`src/rtl/rrpf_pkg.sv`:
```
// Shared types, widths and command/status codes of the range-rule packet filter.
package rrpf_pkg;

  localparam int MAX_RULES_DEF = 64;
  localparam int ADDR_W        = 32;
  localparam int PORT_W        = 16;
  localparam int HITS_W        = 32;
  localparam int CMD_W         = 2;
  localparam int STATUS_W      = 3;
  localparam int RIDX_W        = 6;

  localparam logic [CMD_W-1:0] CMD_ADD    = 2'd0;
  localparam logic [CMD_W-1:0] CMD_CHECK  = 2'd1;
  localparam logic [CMD_W-1:0] CMD_DELETE = 2'd2;
  localparam logic [CMD_W-1:0] CMD_FLUSH  = 2'd3;

  localparam logic [STATUS_W-1:0] ST_ADDED     = 3'd0;
  localparam logic [STATUS_W-1:0] ST_FULL      = 3'd1;
  localparam logic [STATUS_W-1:0] ST_ACCEPTED  = 3'd2;
  localparam logic [STATUS_W-1:0] ST_REJECTED  = 3'd3;
  localparam logic [STATUS_W-1:0] ST_DELETED   = 3'd4;
  localparam logic [STATUS_W-1:0] ST_NOT_FOUND = 3'd5;
  localparam logic [STATUS_W-1:0] ST_FLUSHED   = 3'd6;

  typedef struct packed {
    logic [ADDR_W-1:0] low_addr;
    logic [ADDR_W-1:0] high_addr;
    logic [PORT_W-1:0] low_port;
    logic [PORT_W-1:0] high_port;
    logic [HITS_W-1:0] hits;
  } rule_t;

  // Per-cycle strobes broadcast from the sequencer to every rule cell
  typedef struct packed {
    logic capture;    // latch compare result against the incoming word
    logic is_delete;  // compare for identical ranges instead of containment
    logic do_add;     // cell at the fill point loads the new rule
    logic do_hit;     // selected cell loads the new hit count
    logic do_shift;   // cells at or after the deleted slot take the neighbor's rule
  } cell_ctl_t;

endpackage

```
`src/rtl/rrpf_cell.sv`:
```
// One rule slot: holds a rule, compares it against a key, shifts down on delete.
module rrpf_cell #(
  parameter int CELL_IDX  = 0,
  parameter int MAX_RULES = rrpf_pkg::MAX_RULES_DEF
) (
  input  logic                          clk,
  input  logic                          rst_n,
  input  rrpf_pkg::cell_ctl_t           ctl,
  input  logic [$clog2(MAX_RULES+1)-1:0] total,
  input  logic [rrpf_pkg::ADDR_W-1:0]   key_start,
  input  logic [rrpf_pkg::ADDR_W-1:0]   key_end,
  input  logic [rrpf_pkg::PORT_W-1:0]   key_lport,
  input  logic [rrpf_pkg::PORT_W-1:0]   key_hport,
  input  rrpf_pkg::rule_t               new_rule,
  input  logic                          sel,
  input  logic                          shift_en,
  input  rrpf_pkg::rule_t               nbr_rule,
  output rrpf_pkg::rule_t               rule,
  output logic                          match
);
  import rrpf_pkg::*;

  localparam int TOT_W = $clog2(MAX_RULES + 1);
  localparam logic [TOT_W-1:0] MY_IDX = TOT_W'(CELL_IDX);

  rule_t rule_r, rule_nxt;
  logic  match_r, match_nxt;
  logic  in_use, contains, same;

  assign in_use = MY_IDX < total;

  assign contains = (key_start >= rule_r.low_addr) && (key_start <= rule_r.high_addr) &&
                    (key_lport >= rule_r.low_port) && (key_lport <= rule_r.high_port);

  assign same = (key_start == rule_r.low_addr) && (key_end == rule_r.high_addr) &&
                (key_lport == rule_r.low_port) && (key_hport == rule_r.high_port);

  always_comb begin
    match_nxt = match_r;
    if (ctl.capture) begin
      match_nxt = in_use && (ctl.is_delete ? same : contains);
    end
  end

  always_comb begin
    rule_nxt = rule_r;
    if (ctl.do_add && (MY_IDX == total)) begin
      rule_nxt = new_rule;
    end else if (ctl.do_hit && sel) begin
      rule_nxt.hits = new_rule.hits;
    end else if (ctl.do_shift && shift_en) begin
      rule_nxt = nbr_rule;
    end
  end

  always_ff @(posedge clk) begin
    if (!rst_n) begin
      match_r <= 1'b0;
    end else begin
      match_r <= match_nxt;
    end
  end

  always_ff @(posedge clk) begin
    rule_r <= rule_nxt;
  end

  assign rule  = rule_r;
  assign match = match_r;

endmodule

```
`config.mk`:
```
export PLATFORM = sky130hd
export DESIGN_NAME = rrpf_cell
export DESIGN_NICKNAME = d
export VERILOG_FILES = /design/src/rtl/rrpf_pkg.sv /design/src/rtl/rrpf_cell.sv
export SDC_FILE = /design/constraint.sdc
export NUM_CORES = 1
export LEC_CHECK = 0
export BUFFER_PORTS_ARGS = -buffer_cell sky130_fd_sc_hd__clkbuf_2
export CORE_AREA = 2 2 194 196
export DETAILED_ROUTE_END_ITERATION = 10
export DIE_AREA = 0 0 196 198
export GPL_TIMING_DRIVEN = 0
export SLEW_MARGIN = 20
export SYNTH_ARGS = -nofsm -noshare
export SYNTH_HDL_FRONTEND = slang
export SYNTH_SLANG_ARGS = --single-unit
```
`constraint.sdc`:
```
create_clock -name clk -period 25.3 [get_ports clk]
set_clock_uncertainty 0.2 [all_clocks]
set_input_delay 2.53 -clock clk [delete_from_list [all_inputs] [get_ports clk]]
set_output_delay 2.53 -clock clk [all_outputs]
set_load 0.05 [all_outputs]
```
==> flow_metrics.env <==
export IMPL_status="completed"
export IMPL_synth_cell_type_count=38
export IMPL_syn_area_mm2=0.008388
export IMPL_yosysWarnings=0
export IMPL_hpwl_mm=29.64
export IMPL_leakage_nw=5.905
export IMPL_cpPeakStageDelay_ns=0.49
export IMPL_first_global_vias=7739
export IMPL_max_slew_margin=0.4066
export IMPL_cts_tree="yes"
export IMPL_period_needed_ns=5.115
export IMPL_crit_family="buffers and inverters"
export IMPL_drt_first_pass_iters=5
export IMPL_wl_per_cell_um=20.01
export IMPL_totalWireLength_mm=33.94
export IMPL_gp_congestion=0.9264
export IMPL_p_clk_frac=0.354
export IMPL_dieArea_mm2=0.03881
export IMPL_hold_viol_final=0
export IMPL_rsz0062_at_grt="no"
export IMPL_rrSetupSlack_ns=22.59
export IMPL_synthFlopType="edfxtp_1"
export IMPL_numCtsBuffers=17
export IMPL_pin_count=497
export IMPL_drtAntennaViolNets=0
export IMPL_vias_per_cell=4.327
export IMPL_synth_mux_area_frac=0.1718
export IMPL_antenna_cells=0
export IMPL_clkTransAtPathRegs_ns=0.06
export IMPL_synth_compound_area_share=0.05609
export IMPL_synth_simple_area_share=0.06787
export IMPL_p_int_w=0.0004641
export IMPL_swShare=0.3308
export IMPL_synth_seq_cells=129
export IMPL_synthXorXnorAreaFrac=0.05012
export IMPL_drive_above_1_share=0.5458
export IMPL_insertion_delay_ns=0.44
export IMPL_port_buffers=496
export IMPL_hold_slack_ns=0.4560
export IMPL_worstHoldPathType="flop to flop"
export IMPL_gr_total_overflow=0
export IMPL_clock_sinks=129
export IMPL_post_cts_buffers=0
export IMPL_cts_resized=0
export IMPL_comb_power_share=0.259
export IMPL_area_growth_syn_to_layout_pct=44.97
export IMPL_rows=71
export IMPL_yosysSeqAreaShare=0.4606
export IMPL_seq_power_share=0.388
export IMPL_grt_max_degree=33
export IMPL_vdd_drop_max_mv=0.04366
export IMPL_required_ns=25.23
export IMPL_synth_edf_count=128
export IMPL_initial_utilization=0.2270
export IMPL_worst_path_max_delay_cell="nor3_1"
export IMPL_hold_buffers=0
export IMPL_synth_cells=690
export IMPL_antenna_found_initial=3
export IMPL_tightestPinTransition_ns=0.8901
export IMPL_fin_nets=1673
export IMPL_power_density_mw_per_mm2=57.03
export IMPL_htree_levels=4
export IMPL_coreArea_mm2=0.03696
export IMPL_report_final_setup_viol=0
export IMPL_cp_num_buf_inv=5
export IMPL_track_usage=0.1740
export IMPL_critPathLaunchType="input port"
export IMPL_syn_avg_cell_area_um2=12.16
export IMPL_setup_ws_ns=20.18
export IMPL_die_h_um=198
export IMPL_clockRootBuffer="clkbuf_16"
export IMPL_fill_cells=3824
export IMPL_fin_setup_tns_ns=0
export IMPL_synthAdderAreaFrac=0.1432
export IMPL_drv_cap=0
export IMPL_fin_crit_sh=0.2022
export IMPL_crit_path_end_kind="flop"
export IMPL_power_switching_w=0.0002294
export IMPL_cts_max_path_buffers=2
export IMPL_drv_slew=0
export IMPL_pre_cts_slack_ns=19.58
export IMPL_path_class="input port to flop"
export IMPL_fmax_ghz=0.1955
export IMPL_vias=7338
export IMPL_die_w_um=196
export IMPL_drc=0
export IMPL_cp_arrival_ns=5.05
export IMPL_drt_iter0_drc=228
export IMPL_synth_top_family_by_area="multiplexers"
export IMPL_grt_pass1_wl_mm=47.65
export IMPL_path_max_fanout=21
export IMPL_ys_async_sr_fraction=0
export IMPL_cp_cell_sequence="clkbuf_2 > nor3_1 > nand3_2 > buf_2 > buf_2 > o21ai_4 > buf_16 > buf_16"
export IMPL_syn_nets=1154
[kinds of logic (layout without fill, tap and decap cells)]
group	after synthesis	in the layout
simple gates	103	103
fa+ha+maj	96	96
flops	129	129
xor+xnor	48	48
compound gates	76	76
buf+inv	110	642
mux	128	128
[layout make-up]
class / count / area, um^2 / share of cell area
plain buffers: 13 / 58.81 / 0.004836
repair buffers: 500 / 2592 / 0.2132
clock inverters: 12 / 135.1 / 0.01111
multi-input cells: 451 / 4116 / 0.3385
clock buffers: 20 / 436.7 / 0.03591
well taps: 474 / 593.1 / 0.04877
flip-flops and latches: 129 / 3864 / 0.3177
inverters: 97 / 364.1 / 0.02994
[power groups by stage]
stage	logic (W)	clock network (W)	registers (W)
floorplan	0.0000526	0	0.000327
finish	0.000179	0.000245	0.000269
detailed placement	0.000181	0	0.000274
global placement	0.000175	0	0.000277
global route	0.000194	0.000261	0.000271
CTS	0.000182	0.000254	0.000270
[cell usage in the layout, fill, tap and decap left out, types with 13 or more instances in the layout]
| master | n |
|---|---|
| a21oi_1 | 33 |
| nand4_1 | 26 |
| inv_1 | 97 |
| edfxtp_1 | 128 |
| clkbuf_2 | 497 |
| nand2_1 | 22 |
| mux2_2 | 122 |
| ha_1 | 96 |
| xnor2_1 | 24 |
| nand3_1 | 13 |
| clkbuf_16 | 17 |
| xor2_1 | 24 |
[tightest hold or removal path, cell delays in order, from the launching register on]
cell and delay [ns]:
dfxtp_1 0.34, nor2b_1 0.13, o21ai_0 0.11, o41ai_2 0.06
[state kept, by name (all words and copies together) (netlist names)]
signal,flops
match,1
rule,128
[layer usage]
| metal | global-route usage | vias up | part of all wire |
|---|---|---|---|
| met4 | 0.07688 | 6 | 0.029 |
| met3 | 0.05195 | 49 | 0.073 |
| li1 | - | 3584 | - |
| met5 | 0 | - | 0.0012 |
| met1 | 0.1996 | 3370 | 0.41 |
| met2 | 0.3001 | 329 | 0.49 |
[path summary, 6_finish.rpt]
kind | startpoint | end | cells past startpoint
max | total[1] | rule[104]$_DFFE_PP_ | 8
min | match$_SDFFE_PN0P_ | match$_SDFFE_PN0P_ | 3
max reg2reg | rule[71]$_DFFE_PP_ | match$_SDFFE_PN0P_ | 7
min reg2reg | match$_SDFFE_PN0P_ | match$_SDFFE_PN0P_ | 3
[synthesized netlist by cell type (all sizes together) (4+ instances only)]
master  number  share of area
a21oi       33          0.020
o21ai       13         0.0078
edfxtp     128           0.46
clkbuf       6         0.0027
mux2       128           0.17
nor4        13          0.012
buf          7         0.0042
nor2b        4         0.0030
nand3       14         0.0089
ha          96           0.14
xnor2       24          0.025
a211oi       7         0.0063
nor3         4         0.0024
nand4       27          0.021
nand2       23          0.010
nor2        13         0.0061
xor2        24          0.025
inv         97          0.043
a21o        12          0.011
[stage by stage]
step | cells | utilization | area, um^2 | power [W]
2_1_floorplan | 690 | - | 8388 | 0.0003799
3_3_place_gp | 1660 | 0.3102 | 11460 | 0.0004525
3_5_place_dp | 1664 | 0.3136 | 11590 | 0.0004546
4_1_cts | 1696 | 0.3290 | 12160 | 0.0007051
5_1_grt | 1696 | 0.3291 | 12160 | 0.0007263
6_report | 1696 | 0.3291 | 12160 | 0.0006935
No activity file was read; power rests on OpenSTA's default activity.
