[src/rtl/rrpf_pkg.sv]
// Shared types, widths and command/status codes of the range-rule packet filter.
package rrpf_pkg;

  localparam int MAX_RULES_DEF = 64;
  localparam int ADDR_W        = 32;
  localparam int PORT_W        = 16;
  localparam int HITS_W        = 32;
  localparam int CMD_W         = 2;
  localparam int STATUS_W      = 3;
  localparam int RIDX_W        = 6;

  localparam logic [CMD_W-1:0] CMD_ADD    = 2'd0;
  localparam logic [CMD_W-1:0] CMD_CHECK  = 2'd1;
  localparam logic [CMD_W-1:0] CMD_DELETE = 2'd2;
  localparam logic [CMD_W-1:0] CMD_FLUSH  = 2'd3;

  localparam logic [STATUS_W-1:0] ST_ADDED     = 3'd0;
  localparam logic [STATUS_W-1:0] ST_FULL      = 3'd1;
  localparam logic [STATUS_W-1:0] ST_ACCEPTED  = 3'd2;
  localparam logic [STATUS_W-1:0] ST_REJECTED  = 3'd3;
  localparam logic [STATUS_W-1:0] ST_DELETED   = 3'd4;
  localparam logic [STATUS_W-1:0] ST_NOT_FOUND = 3'd5;
  localparam logic [STATUS_W-1:0] ST_FLUSHED   = 3'd6;

  typedef struct packed {
    logic [ADDR_W-1:0] low_addr;
    logic [ADDR_W-1:0] high_addr;
    logic [PORT_W-1:0] low_port;
    logic [PORT_W-1:0] high_port;
    logic [HITS_W-1:0] hits;
  } rule_t;

  // Per-cycle strobes broadcast from the sequencer to every rule cell
  typedef struct packed {
    logic capture;    // latch compare result against the incoming word
    logic is_delete;  // compare for identical ranges instead of containment
    logic do_add;     // cell at the fill point loads the new rule
    logic do_hit;     // selected cell loads the new hit count
    logic do_shift;   // cells at or after the deleted slot take the neighbor's rule
  } cell_ctl_t;

endpackage

[src/rtl/rrpf_first.sv]
// Lowest-set-bit finder over the cell match row: one-hot, tail mask and slot number.
module rrpf_first #(
  parameter int MAX_RULES = rrpf_pkg::MAX_RULES_DEF
) (
  input  logic [MAX_RULES-1:0]         req,
  output logic [MAX_RULES-1:0]         lowbit,
  output logic [MAX_RULES-1:0]         tail,
  output logic [$clog2(MAX_RULES)-1:0] idx,
  output logic                         any
);
  localparam int IDX_W = $clog2(MAX_RULES);

  // Two's complement isolates the lowest set bit; bits below it are lowbit - 1
  assign lowbit = req & (~req + MAX_RULES'(1));
  assign tail   = ~(lowbit - MAX_RULES'(1));
  assign any    = |req;

  always_comb begin
    idx = '0;
    for (int i = 0; i < MAX_RULES; i++) begin
      idx = idx | (lowbit[i] ? IDX_W'(i) : '0);
    end
  end

endmodule

[config.mk]
export PLATFORM = sky130hd
export DESIGN_NAME = rrpf_first
export DESIGN_NICKNAME = d
export VERILOG_FILES = /design/src/rtl/rrpf_pkg.sv /design/src/rtl/rrpf_first.sv
export SDC_FILE = /design/constraint.sdc
export NUM_CORES = 1
export LEC_CHECK = 0
export BUFFER_PORTS_ARGS = -buffer_cell sky130_fd_sc_hd__buf_2
export CAP_MARGIN = 0
export CORE_AREA = 2 2 77 79
export DETAILED_ROUTE_END_ITERATION = 10
export DIE_AREA = 0 0 79 81
export GPL_TIMING_DRIVEN = 0
export PLACE_DENSITY = 0.86
export SETUP_SLACK_MARGIN = 0.02
export SLEW_MARGIN = 20
export SYNTH_ARGS = -nofsm -noshare
export SYNTH_HDL_FRONTEND = slang
export SYNTH_SLANG_ARGS = --single-unit
[constraint.sdc]
create_clock -name vclk -period 2.5
set_clock_uncertainty 0.1 [all_clocks]
set_input_delay 0.125 -clock vclk [all_inputs]
set_output_delay 0.125 -clock vclk [all_outputs]
set_load 0.03 [all_outputs]
==> summary.txt, run 1 <==
Outcome
  – Run status: complete, but fails checks
  – Failing checks: setup timing

Routing
  – Routed Antenna Nets: 0
  – 1st-pass router iterations: 5
  – First-iteration detailed-routing DRC count: 329
  – Vias per inst: 6.062
  – DRT Wirelength: roughly 12000 um
  – Avg WL per Cell: about 18 um
  – DRC Markers: 0
  – Routed via count: 4110

Place
  – # port buffers: roughly 200
  – Pre-CTS WS: -0.5043 ns
  – Gp weighted congestion: 1.044
  – HPWL Detailed: 9822 um
  – Total placed cells including tap cells: approximately 640
  – Post-DP Area: around 3500 sq um

Logic synthesis
  – Yosys top cell area share: 10.66%
  – Mean post-synth cell area: 5.739 sq um
  – Main area contributors after synthesis: nor4_1, nor2_1, nand2_1
  – Syn Nets: 432
  – Area leader, netlist: nor4_1
  – Post-synth cell types: 47
  – Most instantiated library cell after synthesis: nor2_1
  – Mapped Cells: ~370
  – Synth Warn #: 0
  – Sequential share of the synthesized area: 0%
  – Post-synth top cells: nor2_1, nand2_1, nor4_1
  – Cell Area, Synth: 2112 sq um

Worst hold path
  – HP Start: req[0]
  – Min-Delay Endpoint: lowbit[1]
  – Hold Path Stages: 3
  – Hold crit path type: primary input to primary output

STA
  – RSZ-0062 raised after global routing: true
  – Rel. slew slack: 60.24%
  – Setup WS post-layout: -0.03838 ns
  – Min cycle time layout: 2.538 ns
  – Finish-stage setup viols: 2
  – WHS: between 0.4 and 0.5 ns
  – Final hold violations: 0
  – Pin slew with the least headroom to its limit: 0.5915 ns
  – Final Cycle Share: 101.5%
  – Fmax: 394.0 MHz
  – Final Max Tran Viols: 0

Global routing
  – First-pass GRT wire length: 18150 um
  – Grt total ovfl: 0
  – Vias in the first global route: ~3600
  – Largest net degree at the start of global routing: 11
  – GRT Total Usage: 34.96%
  – Initial antenna violation count: 0

Final layout
  – FFs & Latches: 0
  – # diodes: 0
  – Layout cell share with drive strength beyond 1: 55.06%
  – # clk buffers: 0
  – Non-filler cells in the finished layout: a little under 700
  – Final Util: 73.61%
  – Final Cell Area: 4178 sq um
  – Area growth syn-to-layout: 97.81%
  – Post-layout net count: 669
  – Reg area: 0 sq um

Die
  – Die area: 6399 sq um
  – Top-level port count: 199
  – Initial Utilization: 37.21%
  – Die width: 79 um
  – Rows: 28
  – Die height: 81 um
  – Core Area: 5675 sq um

Setup path
  – Worst EP arrival: 2.31 ns
  – Crit path kind: primary input to primary output
  – CP max FO: 5
  – CP Data Required Time: 2.28 ns
  – Crit start category: primary input
  – Worst setup EP type: primary output

Power
  – Max VDD drop: between 70 and 80 uV
  – Leakage: 2.049 nW
  – Pwr Density: 71.90 nW/um^2

Run
  – Max cap viols: 0

Clock tree
  – Hold Buf Count CTS: 0
## power breakdown
group | leakage, nW | internal [mW] | switching [mW]
Clock | 0 | 0 | 0
Combinational | 2.05 | 0.101 | 0.199
Sequential | 0 | 0 | 0
Total | 2.05 | 0.101 | 0.199
## cells in the final DEF, fill, tap and decap left out, types with 2 or more instances in the layout
cell,instances
a31oi_1,3
or3_1,6
a21o_1,2
nor4_4,24
inv_1,31
or2_4,3
nand3b_1,4
nor3_1,20
nor2_2,5
and3_4,2
nor2_4,3
or2_2,2
inv_2,3
nand4b_1,6
nor4_1,13
buf_2,184
nor3_2,6
o21ai_0,2
nand2b_1,7
and3_1,18
buf_4,42
or4_4,5
nand2_4,2
nor4_2,11
buf_12,2
nand3_1,20
a21oi_1,8
buf_6,13
nand4_1,19
nor3_4,6
nand4_4,4
nand2_1,39
nor4b_1,2
and4_1,4
nor2_1,46
and2_1,8
nand2_2,4
## cells by family (layout without fill, tap and decap cells)
family                 Yosys count  after routing  synth area share, %
buffers and inverters           43            278                8.234
AND/OR/NAND/NOR                302            302                84.54
AO/OA/AOI/OAI                   23             23                7.228
## through the flow
step	setup TNS [ns]	power [mW]
final	-0.07673	0.3004
after global routing	-0.4350	0.3169
after CTS	-0.007355	0.2808
after detailed placement	-5.479	0.2450
after global placement	-5.446	0.2422
after floorplan	-0.03269	0.1017
## metal layers
layer	track usage, %	share of wire, %
met1	43.99	37
met5	0	0
met4	6.207	1.6
met3	3.889	11
met2	64.83	51
## worst max-delay path, cell delays in order
cell	delay [ns]
buf_4	0.11
nor4_4	0.04
buf_4	0.15
nand4_4	0.12
buf_12	0.13
buf_6	0.10
nor4_2	0.05
nor4_2	0.39
or4bb_4	0.51
or4_4	0.43
buf_6	0.15
## worst max-delay path by stage
stage          startpoint  endpoint  slack, ns  depth (start not counted)
2_1_floorplan      req[1]    idx[4]      -0.03                          8
3_3_place_gp      req[27]    idx[4]      -0.51                          9
3_5_place_dp      req[27]    idx[4]      -0.50                          9
4_1_cts            req[4]    idx[4]     -0.007                         11
5_1_grt            req[7]    idx[2]      -0.10                         11
6_report           req[7]    idx[2]      -0.04                         11
## timing repair
action	in CTS	in global routing
setup buffers	29	11
endpoints found under the setup margin	40	12
gates resized for setup	62	30
pin swaps	26	16
## layout make-up
cell class,instances,area [sq um]
inverters,36,138.9
plain buffers,5,38.79
well taps,75,93.84
repair buffers,237,1391
fillers,486,1498
multi-input cells,325,2515
Note: power is estimated with default switching activity, not from simulation.
==> inputs of run 2 (changes only) <==
PLACE_DENSITY = 0.81   (was 0.86)
==> summary.txt, run 2 (same netlist as run 1, synthesis figures left out) <==
Routing
  – DRC Markers: 0
  – First-iteration detailed-routing DRC count: about 230
  – Vias per inst: 6.124
  – DRT Wirelength: 12960 um
  – Routed via count: 4146
  – Avg WL per Cell: 19.14 um
  – 1st-pass router iterations: 7
  – Routed Antenna Nets: 0

Die
  – Die width: 79 um
  – Core Area: between 5000 and 6000 sq um
  – Die area: 6399 sq um
  – Initial Utilization: 37.21%
  – Top-level port count: 199
  – Rows: 28
  – Die height: 81 um

Worst hold path
  – Hold Path Stages: 3
  – Hold crit path type: primary input to primary output

Place
  – Total placed cells including tap cells: roughly 640
  – Gp weighted congestion: 0.9525
  – # port buffers: between 150 and 200
  – HPWL Detailed: 10070 um

STA
  – Final hold violations: 0
  – Pin slew with the least headroom to its limit: 0.7398 ns
  – Final Max Tran Viols: 0
  – Final Cycle Share: 101.9%
  – Rel. slew slack: around half
  – Min cycle time layout: approximately 2.5 ns
  – Finish-stage setup viols: 2
  – Fin Setup TNS: -0.09354 ns
  – Setup WS post-layout: -0.04755 ns
  – Fmax: between 300 and 400 MHz
  – RSZ-0062 raised after global routing: true

Global routing
  – Grt total ovfl: 0
  – Largest net degree at the start of global routing: 11
  – Initial antenna violation count: 0
  – GRT Total Usage: roughly 36%
  – Vias in the first global route: 3767
  – First-pass GRT wire length: roughly 19000 um

Final layout
  – # clk buffers: 0
  – Non-filler cells in the finished layout: 677
  – Layout cell share with drive strength beyond 1: 57.48%
  – Post-layout net count: between 600 and 700
  – FFs & Latches: 0
  – Commonest non-fill, non-tap cell in the layout: buf_2
  – Most frequent cells in the layout: buf_2, nor2_1, buf_4
  – Reg area: 0 sq um
  – # diodes: 0
  – Area growth syn-to-layout: 103.7%

Clock tree
  – Hold Buf Count CTS: 0

Outcome
  – Failing checks: setup timing
  – Run status: complete, but fails checks

Setup path
  – CP Data Required Time: 2.28 ns
  – Crit start category: primary input
  – CP max FO: 5
  – Worst EP arrival: 2.32 ns
  – Crit path kind: primary input to primary output
  – Worst setup EP type: primary output

Power
  – Leakage: 2.077 nW
  – Pwr Density: between 70 and 80 nW/um^2
  – Max VDD drop: 93.33 uV

Run
  – Max cap viols: 0
[run 2: final cells by class]
type                       count  area [sq um]
inverter                      36         142.6
multi-input combinational    325          2625
fill                         479          1374
buffer                         5         48.80
tap                           75         93.84
timing repair buffer         236          1391
[run 2: final timing paths]
path	start	to	slack [ns]
min	req[0]	lowbit[1]	0.46
max	req[42]	idx[2]	-0.05
[run 2: timing repair]
| item | 4_1_cts | 5_1_grt |
|---|---|---|
| pin swaps | 26 | 26 |
| endpoints found under the setup margin | 39 | 9 |
| endpoints found under the hold margin | 0 | 0 |
| gates resized for setup | 75 | 51 |
| setup buffers | 24 | 14 |
[run 2: routing by layer]
metal	part of all wire (%)	vias up	global-route usage (%)
li1	-	1869	-
met1	38	1980	44.07
met2	50	255	66.36
met3	9.3	42	5.000
met4	3.1	0	12.41
met5	0	-	0
[run 2: per-stage QoR]
step / cell area, sq um / power (mW) / hold slack [ns] / setup slack, ns / utilization [%]
2_1_floorplan: 2380 / 0.1017 / 0.2596 / -0.03269 / -
3_3_place_gp: 3465 / 0.2441 / 0.5124 / -0.5464 / 61.05
3_5_place_dp: 3465 / 0.2458 / 0.5208 / -0.5507 / 61.05
4_1_cts: 4008 / 0.2922 / 0.4931 / 0.001624 / 70.61
5_1_grt: 4302 / 0.3371 / 0.4665 / -0.06617 / 75.79
6_report: 4302 / 0.3187 / 0.4587 / -0.04755 / 75.79
[run 2: critical path: stages]
cell and delay, ns:
buf_4 0.15, nor4_4 0.31, nand4_1 0.23, or4_4 0.60, nor3_4 0.23, and4_4 0.27
or4bb_1 0.15, or4_4 0.13, buf_6 0.12
[run 2: power breakdown]
| group | switching [mW] | internal (mW) |
|---|---|---|
| sequential | 0 | 0 |
| combinational | 0.208 | 0.110 |
| clock | 0 | 0 |
| total | 0.208 | 0.110 |
